[src/rtl/rss_pkg.sv]
// Shared types and constants for the relay status response scanner.
// Holds the scan phase codes, character constants and the per-word item structs.
// No dependencies.
`timescale 1ns / 1ps
`default_nettype none

package rss_pkg;

   // Scan phase codes. Both modes share one 2-bit phase register.
   localparam logic [1:0] PH_START   = 2'd0;  // line start (mode 0), tag search (mode 1)
   localparam logic [1:0] PH_SEVENTH = 2'd1;  // mode 0: seventh character of a status line
   localparam logic [1:0] PH_STATUS  = 2'd2;  // mode 0: inside the status bit string
   localparam logic [1:0] PH_SKIP    = 2'd3;  // mode 0: skipping to the next line
   localparam logic [1:0] PH_DIGIT   = 2'd1;  // mode 1: next byte is the relay digit
   localparam logic [1:0] PH_HASH    = 2'd2;  // mode 1: seeking the colour marker
   localparam logic [1:0] PH_COLOUR  = 2'd3;  // mode 1: comparing the colour code

   // Board modes.
   localparam logic MODE_STATUS = 1'b0;
   localparam logic MODE_TAGS   = 1'b1;

   // Characters of interest.
   localparam logic [7:0] CHAR_NUL   = 8'h00;
   localparam logic [7:0] CHAR_NL    = 8'h0A;
   localparam logic [7:0] CHAR_HASH  = 8'h23;
   localparam logic [7:0] CHAR_ZERO  = 8'h30;
   localparam logic [7:0] CHAR_ONE   = 8'h31;
   localparam logic [7:0] CHAR_EIGHT = 8'h38;
   localparam logic [7:0] CHAR_R     = 8'h52;

   // Lengths of the matched words.
   localparam logic [2:0] STATUS_LEN = 3'd6;
   localparam logic [2:0] TAG_LEN    = 3'd7;
   localparam logic [2:0] COLOUR_LEN = 3'd6;

   // One input word as seen by the scan core.
   typedef struct packed {
      logic       last;
      logic [7:0] resp_byte;
   } rss_item_type;

   // Scan core answer for the word presented to it.
   typedef struct packed {
      logic       done;
      logic [7:0] relay_mask;
   } rss_result_type;

   // Characters of "Status".
   function automatic logic [7:0] status_char(input logic [2:0] pos);
      logic [7:0] c;
      unique case (pos)
         3'd0:    c = 8'h53;
         3'd1:    c = 8'h74;
         3'd2:    c = 8'h61;
         3'd3:    c = 8'h74;
         3'd4:    c = 8'h75;
         3'd5:    c = 8'h73;
         default: c = CHAR_NUL;
      endcase
      return c;
   endfunction

   // Characters of "Relay-0".
   function automatic logic [7:0] tag_char(input logic [2:0] pos);
      logic [7:0] c;
      unique case (pos)
         3'd0:    c = 8'h52;
         3'd1:    c = 8'h65;
         3'd2:    c = 8'h6C;
         3'd3:    c = 8'h61;
         3'd4:    c = 8'h79;
         3'd5:    c = 8'h2D;
         3'd6:    c = 8'h30;
         default: c = CHAR_NUL;
      endcase
      return c;
   endfunction

   // Characters of "FF0000".
   function automatic logic [7:0] colour_char(input logic [2:0] pos);
      logic [7:0] c;
      unique case (pos)
         3'd0, 3'd1:             c = 8'h46;
         3'd2, 3'd3, 3'd4, 3'd5: c = CHAR_ZERO;
         default:                c = CHAR_NUL;
      endcase
      return c;
   endfunction

endpackage

`default_nettype wire

[src/rtl/rss_core.sv]
// Scan core: board mode register, scan state registers and the one-word update.
// Depends on rss_pkg.
`timescale 1ns / 1ps
`default_nettype none

module rss_core
   import rss_pkg::*;
#(
   parameter int RELAY_COUNT = 8
) (
   input  wire logic           clock,
   input  wire logic           reset,
   input  wire logic           csr_wen,
   input  wire logic           csr_wdata,
   input  wire logic           step_en,
   input  wire rss_item_type   item,
   output rss_result_type      result
);

   localparam int CNT_W = $clog2(RELAY_COUNT + 1);
   localparam logic [CNT_W-1:0] RELAY_MAX = CNT_W'(RELAY_COUNT);

   logic             mode_ff;
   logic [1:0]       phase_ff, phase_in;
   logic [2:0]       pos_ff, pos_in;
   logic [CNT_W-1:0] count_ff, count_in;
   logic [7:0]       mask_ff, mask_in;
   logic [7:0]       digit_ff, digit_in;
   logic             differs_ff, differs_in;
   logic             done_ff, done_in;
   logic             item_end;
   logic [7:0]       final_mask;

   // Bit of the relay named by an ASCII digit, zero when the digit is out of range.
   function automatic logic [7:0] digit_bit(input logic [7:0] d);
      logic [7:0] idx;
      logic [7:0] bits;
      idx  = d - CHAR_ONE;
      bits = '0;
      if (d >= CHAR_ONE && d <= CHAR_EIGHT && idx < 8'(RELAY_COUNT)) begin
         bits = 8'd1 << idx[2:0];
      end
      return bits;
   endfunction

   assign item_end = item.last || (item.resp_byte == CHAR_NUL);

   always_comb begin
      logic [7:0] b;
      b          = item.resp_byte;
      phase_in   = phase_ff;
      pos_in     = pos_ff;
      count_in   = count_ff;
      mask_in    = mask_ff;
      digit_in   = digit_ff;
      differs_in = differs_ff;
      done_in    = done_ff;

      if (b != CHAR_NUL) begin
         if (mode_ff == MODE_STATUS) begin
            if (!done_ff) begin
               unique case (phase_ff)
                  PH_START: begin
                     if (b == CHAR_NL) begin
                        pos_in = '0;
                     end else if (pos_ff < STATUS_LEN && b == status_char(pos_ff)) begin
                        pos_in = pos_ff + 3'd1;
                        if (pos_in == STATUS_LEN) begin
                           phase_in = PH_SEVENTH;
                        end
                     end else begin
                        phase_in = PH_SKIP;
                     end
                  end
                  PH_SEVENTH: begin
                     if (b == CHAR_NL) begin
                        phase_in = PH_START;
                        pos_in   = '0;
                     end else begin
                        phase_in = PH_STATUS;
                     end
                  end
                  PH_STATUS: begin
                     if (b == CHAR_NL) begin
                        done_in = 1'b1;
                     end else if (b == CHAR_ONE || b == CHAR_ZERO) begin
                        if (count_ff < RELAY_MAX) begin
                           if (b == CHAR_ONE) begin
                              mask_in = mask_ff | (8'd1 << count_ff);
                           end
                           count_in = count_ff + CNT_W'(1);
                        end
                     end
                  end
                  PH_SKIP: begin
                     if (b == CHAR_NL) begin
                        phase_in = PH_START;
                        pos_in   = '0;
                     end
                  end
               endcase
            end
         end else begin
            unique case (phase_ff)
               PH_START: begin
                  if (pos_ff < TAG_LEN && b == tag_char(pos_ff)) begin
                     pos_in = pos_ff + 3'd1;
                     if (pos_in == TAG_LEN) begin
                        phase_in = PH_DIGIT;
                        pos_in   = '0;
                     end
                  end else begin
                     pos_in = (b == CHAR_R) ? 3'd1 : 3'd0;
                  end
               end
               PH_DIGIT: begin
                  digit_in = b;
                  phase_in = PH_HASH;
               end
               PH_HASH: begin
                  if (b == CHAR_HASH) begin
                     phase_in   = PH_COLOUR;
                     pos_in     = '0;
                     differs_in = 1'b0;
                  end
               end
               PH_COLOUR: begin
                  if (pos_ff >= COLOUR_LEN || b != colour_char(pos_ff)) begin
                     differs_in = 1'b1;
                  end
                  pos_in = pos_ff + 3'd1;
                  if (pos_in >= COLOUR_LEN) begin
                     if (differs_in) begin
                        mask_in = mask_ff | digit_bit(digit_ff);
                     end
                     phase_in   = PH_START;
                     pos_in     = '0;
                     differs_in = 1'b0;
                  end
               end
            endcase
         end
      end

      // An early end after the relay digit counts as a colour mismatch.
      final_mask = mask_in;
      if (mode_ff == MODE_TAGS && (phase_in == PH_HASH || phase_in == PH_COLOUR)) begin
         final_mask = mask_in | digit_bit(digit_in);
      end
   end

   assign result.done       = item_end;
   assign result.relay_mask = final_mask;

   always_ff @(posedge clock) begin
      if (reset) begin
         mode_ff    <= MODE_STATUS;
         phase_ff   <= PH_START;
         pos_ff     <= '0;
         count_ff   <= '0;
         mask_ff    <= '0;
         digit_ff   <= '0;
         differs_ff <= 1'b0;
         done_ff    <= 1'b0;
      end else if (csr_wen || (step_en && item_end)) begin
         if (csr_wen) begin
            mode_ff <= csr_wdata;
         end
         phase_ff   <= PH_START;
         pos_ff     <= '0;
         count_ff   <= '0;
         mask_ff    <= '0;
         digit_ff   <= '0;
         differs_ff <= 1'b0;
         done_ff    <= 1'b0;
      end else if (step_en) begin
         phase_ff   <= phase_in;
         pos_ff     <= pos_in;
         count_ff   <= count_in;
         mask_ff    <= mask_in;
         digit_ff   <= digit_in;
         differs_ff <= differs_in;
         done_ff    <= done_in;
      end
   end

endmodule

`default_nettype wire

[src/rtl/relay_status_response_scanner.sv]
// Top level of the relay status response scanner: input register, scan core, result register.
// Depends on rss_pkg and rss_core.
//
// Usage:
// The req_ channel carries one response character per word (tdata) and marks the
// final character of a response with tlast. A NUL character also ends a response
// and is not itself scanned. For every response one word leaves on the rsp_
// channel: an 8-bit mask in which bit k-1 is set when relay k is reported on.
// Words that do not end a response produce nothing on rsp_.
// The csr_ port writes the board mode (0: status-line bit string, 1: relay tags
// with colour codes). A write drops any scan in progress; write only while idle.
// Timing: an accepted word waits in the input register until it is scanned; a
// response-ending word's mask is registered as it is scanned and shown on rsp_.
// One word per cycle is sustained unless a response-ending word waits on a held
// result; the limit is the update of the scan state from one character.
// When the receiver stalls with a result still held, words that do not end a
// response keep flowing; only the next response-ending word waits in the input
// register, and req_tready drops once that register is also occupied.
// Reset clears the mode to 0, all scan state and the valid flags of both registers.
`timescale 1ns / 1ps
`default_nettype none

module relay_status_response_scanner
   import rss_pkg::*;
#(
   parameter int RELAY_COUNT = 8
) (
   input  wire logic       clock,
   input  wire logic       reset,
   // Configuration write port.
   input  wire logic       csr_wen,
   input  wire logic       csr_wdata,     // board_mode
   // Response characters in.
   input  wire logic       req_tvalid,
   output logic            req_tready,
   input  wire logic [7:0] req_tdata,     // [7:0] resp_byte
   input  wire logic       req_tlast,     // last
   // Relay masks out.
   output logic            rsp_tvalid,
   input  wire logic       rsp_tready,
   output logic [7:0]      rsp_tdata      // [7:0] relay_mask
);

   logic           in_valid_ff, in_valid_in;
   rss_item_type   item_ff;
   logic           rsp_valid_ff, rsp_valid_in;
   logic [7:0]     rsp_mask_ff;
   rss_result_type result;
   logic           out_free;
   logic           fire;

   rss_core #(
      .RELAY_COUNT(RELAY_COUNT)
   ) u_core (
      .clock    (clock),
      .reset    (reset),
      .csr_wen  (csr_wen),
      .csr_wdata(csr_wdata),
      .step_en  (fire),
      .item     (item_ff),
      .result   (result)
   );

   // The held word is scanned unless it ends a response and the result slot is busy.
   assign out_free   = !rsp_valid_ff || rsp_tready;
   assign fire       = in_valid_ff && (!result.done || out_free);
   assign req_tready = !in_valid_ff || fire;

   always_comb begin
      in_valid_in = in_valid_ff;
      if (req_tvalid && req_tready) begin
         in_valid_in = 1'b1;
      end else if (fire) begin
         in_valid_in = 1'b0;
      end

      rsp_valid_in = rsp_valid_ff;
      if (fire && result.done) begin
         rsp_valid_in = 1'b1;
      end else if (rsp_tready) begin
         rsp_valid_in = 1'b0;
      end
   end

   always_ff @(posedge clock) begin
      if (reset) begin
         in_valid_ff  <= 1'b0;
         rsp_valid_ff <= 1'b0;
      end else begin
         in_valid_ff  <= in_valid_in;
         rsp_valid_ff <= rsp_valid_in;
      end
   end

   // Payload registers load on their handshakes and need no reset.
   always_ff @(posedge clock) begin
      if (req_tvalid && req_tready) begin
         item_ff.resp_byte <= req_tdata;
         item_ff.last      <= req_tlast;
      end
      if (fire && result.done) begin
         rsp_mask_ff <= result.relay_mask;
      end
   end

   assign rsp_tvalid = rsp_valid_ff;
   assign rsp_tdata  = rsp_mask_ff;

   // A new result never lands on a held result that the receiver has not taken.
   a_no_overwrite : assert property (@(posedge clock) disable iff (reset)
      (fire && result.done) |-> out_free)
      else $error("result register overwritten while stalled");

   // A held input word is not lost or replaced while it waits.
   a_input_held : assert property (@(posedge clock) disable iff (reset)
      (in_valid_ff && !fire) |=> (in_valid_ff && $stable(item_ff)))
      else $error("waiting input word was lost");

   // A result appears only after a response-ending word was scanned.
   a_result_source : assert property (@(posedge clock) disable iff (reset)
      (rsp_valid_ff && !$past(rsp_valid_ff) && !$past(reset))
         |-> $past(fire && result.done))
      else $error("result without a response-ending word");

   // Words that do not end a response are never held back by the output side.
   a_mid_flow : assert property (@(posedge clock) disable iff (reset)
      (in_valid_ff && !result.done) |-> fire)
      else $error("mid-response word stalled");

endmodule

`default_nettype wire

[config.mk]
export PLATFORM = sky130hd
export DESIGN_NAME = relay_status_response_scanner
export DESIGN_NICKNAME = d
export VERILOG_FILES = /design/src/rtl/rss_pkg.sv /design/src/rtl/rss_core.sv /design/src/rtl/relay_status_response_scanner.sv
export SDC_FILE = /design/constraint.sdc
export NUM_CORES = 1
export LEC_CHECK = 0
export BUFFER_PORTS_ARGS = -buffer_cell sky130_fd_sc_hd__buf_2
export CAP_MARGIN = 5
export CORE_MARGIN = 2
export CORE_UTILIZATION = 25
export DETAILED_ROUTE_END_ITERATION = 12
export GPL_ROUTABILITY_DRIVEN = 0
export PLACE_DENSITY_LB_ADDON = 0.2
export SKIP_CTS_REPAIR_TIMING = 1
export SLEW_MARGIN = 40
export SYNTH_ARGS = -nofsm -noshare
export SYNTH_HDL_FRONTEND = slang
export SYNTH_SLANG_ARGS = --single-unit
[constraint.sdc]
create_clock -name clock -period 2.78 [get_ports clock]
set_input_delay 0.556 -clock clock [delete_from_list [all_inputs] [get_ports clock]]
set_output_delay 0.556 -clock clock [all_outputs]
set_load 0.1 [all_outputs]
==> metrics.cfg <==
[status]
status=complete, no violations

[synthesis]
syn-cell-area_um2=3367
ys_seq_area_frac=0.3300
synth_top_area_frac=0.1784
synth_area_per_cell_um2=8.768
ys_seq_elements=47
synth_cell_type_count=74
async_flop_share=0
synthFlopType=dfxtp_1
synth_edf_count=17
synthTopCellsByArea=dfxtp_1, edfxtp_1, ha_1
syn-num-nets=412
yosysWarnings=0
yosys.area.top_type=dfxtp_1
syn-instance-count=384

[floorplanning]
start_util=0.2553
dieWidth_um=120.1
die_y_um=120.1
io_pins=25
core_area_um2=13190
fp-row-count=42
dieArea_um2=14410

[route]
wl_per_cell_um=16.39
vias_per_cell=5.098
drc_errors=0
vias=3064
drtIter0Drc=206
dr.pass1.iters=5
wl_um=9850
ant_nets=0

[setup_path]
worstRegToRegCells=9
cp-start-kind=flip-flop
r2r-end=u_core.pos_ff[1]$_SDFFE_PP0P_
cp_data_required_time_ns=2.98
path_class=flip-flop to flip-flop
reg2reg_from=u_core.pos_ff[0]$_SDFFE_PP0P_
cpMaxStageDelayCell=o41a_1
cp-endpoint=u_core.pos_ff[1]$_SDFFE_PP0P_
crit_start=u_core.pos_ff[0]$_SDFFE_PP0P_
crit_path_end_kind=flip-flop
rrSetupSlack_ns=0.09
cp_max_fo=13
crit_chain=buf_4 -> ha_1 -> ha_1 -> o31a_1 -> o22ai_1 -> xor2_1 -> nand4_2 -> o41a_1 -> o31ai_2
arrival_ns=2.88
crit_top_cell=ha_1
critPathMaxStageDelay_ns=0.48

[finish]
final_core_util=0.3043
fillers=1375
synthToLayoutAreaGrowth_pct=19.21
seq_area_um2=1111
nNetsFinal=452
multi_input_area_um2=2098
layout-drive-gt1-share=0.2212
antenna_cells=0

[timing]
max_freq_mhz=372.0
clock_skew_ns=0.008592
worst_slew_pin_slew_ns=0.6173
finalSetupViolCount=0
relSlewSlack=0.5884
fin_tns_setup_ns=0
finalMaxSlewViolations=0
post-route-period-util=0.9669
period_needed_ns=2.688
rsz0062_at_grt=false
report.final.hold_viol_count=0

[clocking]
clk-insertion-delay-late_ns=0.30
htreeDepth=2
cts_buffers=5
cts_tree=built
cts_buffer_depth=2
cts.reportedPaths.clkPinSlew_ns=0.07
root_buffer=clkbuf_16
cts_sinks=47

[global_route]
grt_max_degree=22
grt_pass1_vias=2923
grt_pass1_wl_um=15790
antenna_found_initial=0
track_usage=0.1393
overflow=0

[place]
dp.final_hpwl_um=7526
port_buffers=24

[min_path]
holdCritStartpoint=req_tdata[5]
min_path_type=input port to flip-flop

[flow_run]
cap_viol_max_count=0

[power_and_ir_drop]
ir_drop_mv=0.3494
power_density_nw_per_um2=415.0
p_leak_nw=1.444

-- worst min-delay path by stage --
stage	end	slack (ns)	cells past startpoint
6_report	item_ff[5]$_DFFE_PP_	0.43	1
5_1_grt	item_ff[5]$_DFFE_PP_	0.43	1
4_1_cts	item_ff[7]$_DFFE_PP_	0.43	1
3_5_place_dp	u_core.mask_ff[2]$_SDFFE_PP0P_	0.45	2
3_3_place_gp	u_core.mask_ff[2]$_SDFFE_PP0P_	0.45	2
2_1_floorplan	u_core.mask_ff[1]$_SDFFE_PP0P_	0.43	2
-- power by group --
| group | internal [mW] | total, mW | switching [mW] |
|---|---|---|---|
| clock network | 0.428 | 0.722 | 0.293 |
| logic | 0.0693 | 0.196 | 0.127 |
| registers | 0.728 | 0.748 | 0.0196 |
| total | 1.23 | 1.67 | 0.440 |
-- area by class of cell --
type | count | share of cell area
Multi-Input combinational cell | 300 | 0.5228
Sequential cell | 47 | 0.2768
Timing Repair Buffer | 56 | 0.08978
Tap cell | 176 | 0.05486
Clock buffer | 5 | 0.03117
Inverter | 14 | 0.01309
Clock inverter | 3 | 0.01153
-- registers in the layout, indices dropped and copies added (netlist names) --
name / cells
rsp_tdata: 8
u_core.pos_ff: 3
u_core.mode_ff: 1
in_valid_ff: 1
u_core.count_ff: 4
rsp_tvalid: 1
u_core.done_ff: 1
item_ff: 9
u_core.differs_ff: 1
u_core.mask_ff: 8
u_core.digit_ff: 8
u_core.phase_ff: 2
-- placed cells by master (no fill, tap or decap), types with 7 or more instances in the layout --
master    instances
nor2_1           40
buf_4            32
dfxtp_1          30
o21ai_0          28
a21oi_1          24
buf_2            24
nand2_1          23
edfxtp_1         17
nor3_1           14
inv_1            14
mux2i_1          13
ha_1             11
nand3_1          10
nor4_1            7
nor2b_1           7
-- routing by layer --
| metal | GRT usage | vias to the layer above | part of all wire |
|---|---|---|---|
| met4 | 0.04265 | 0 | 0.014 |
| met5 | 0 | - | 0 |
| met2 | 0.2113 | 100 | 0.45 |
| met1 | 0.2012 | 1428 | 0.48 |
| li1 | - | 1526 | - |
| met3 | 0.02281 | 10 | 0.052 |
-- critical path: cells and delay by family, from the launching register on --
kind	cells	cell delay, ns
compound gates	4	1.24
xor+xnor	1	0.19
fa+ha+maj	2	0.49
buf+inv	1	0.18
flops	1	0.31
simple gates	1	0.18
-- synthesized netlist by cell type (all sizes together) (4+ instances only) --
cell    number
a211o        6
a211oi       5
a21boi       4
a21oi       24
a221oi       4
a22oi        5
buf         11
clkbuf      12
dfxtp       30
edfxtp      17
ha          13
inv         14
mux2i       13
nand2       23
nand2b       6
nand3       10
nand4        4
nor2        41
nor2b        7
nor3        14
nor4        12
o21ai       31
o21bai       6
o31a         6
or3          4
or4          4
xnor2        6
-- logic make-up after synthesis --
family                   count (synthesis)  share of synthesized area
AO/OA/AOI/OAI                          120                     0.2546
XOR/XNOR                                 8                    0.02081
adder cells (fa/ha/maj)                 13                    0.04831
buffers and inverters                   37                    0.05239
flip-flops                              47                     0.3300
multiplexers                            14                    0.04199
AND/OR/NAND/NOR                        145                     0.2519
-- through the flow --
stage               total power, mW  cells  setup slack [ns]  cell area, um2  hold WS [ns]
CTS                           1.674    600           0.08758            3991        0.4295
global placement             0.9570    592           0.04894            3816        0.4452
global route                  1.726    601          0.006541            4014        0.4307
finish                        1.666    601           0.09207            4014        0.4318
floorplan                    0.8912    384            0.1396            3367        0.4253
detailed placement           0.9577    592            0.1373            3820        0.4499
No activity file was read; power rests on OpenSTA's default activity.
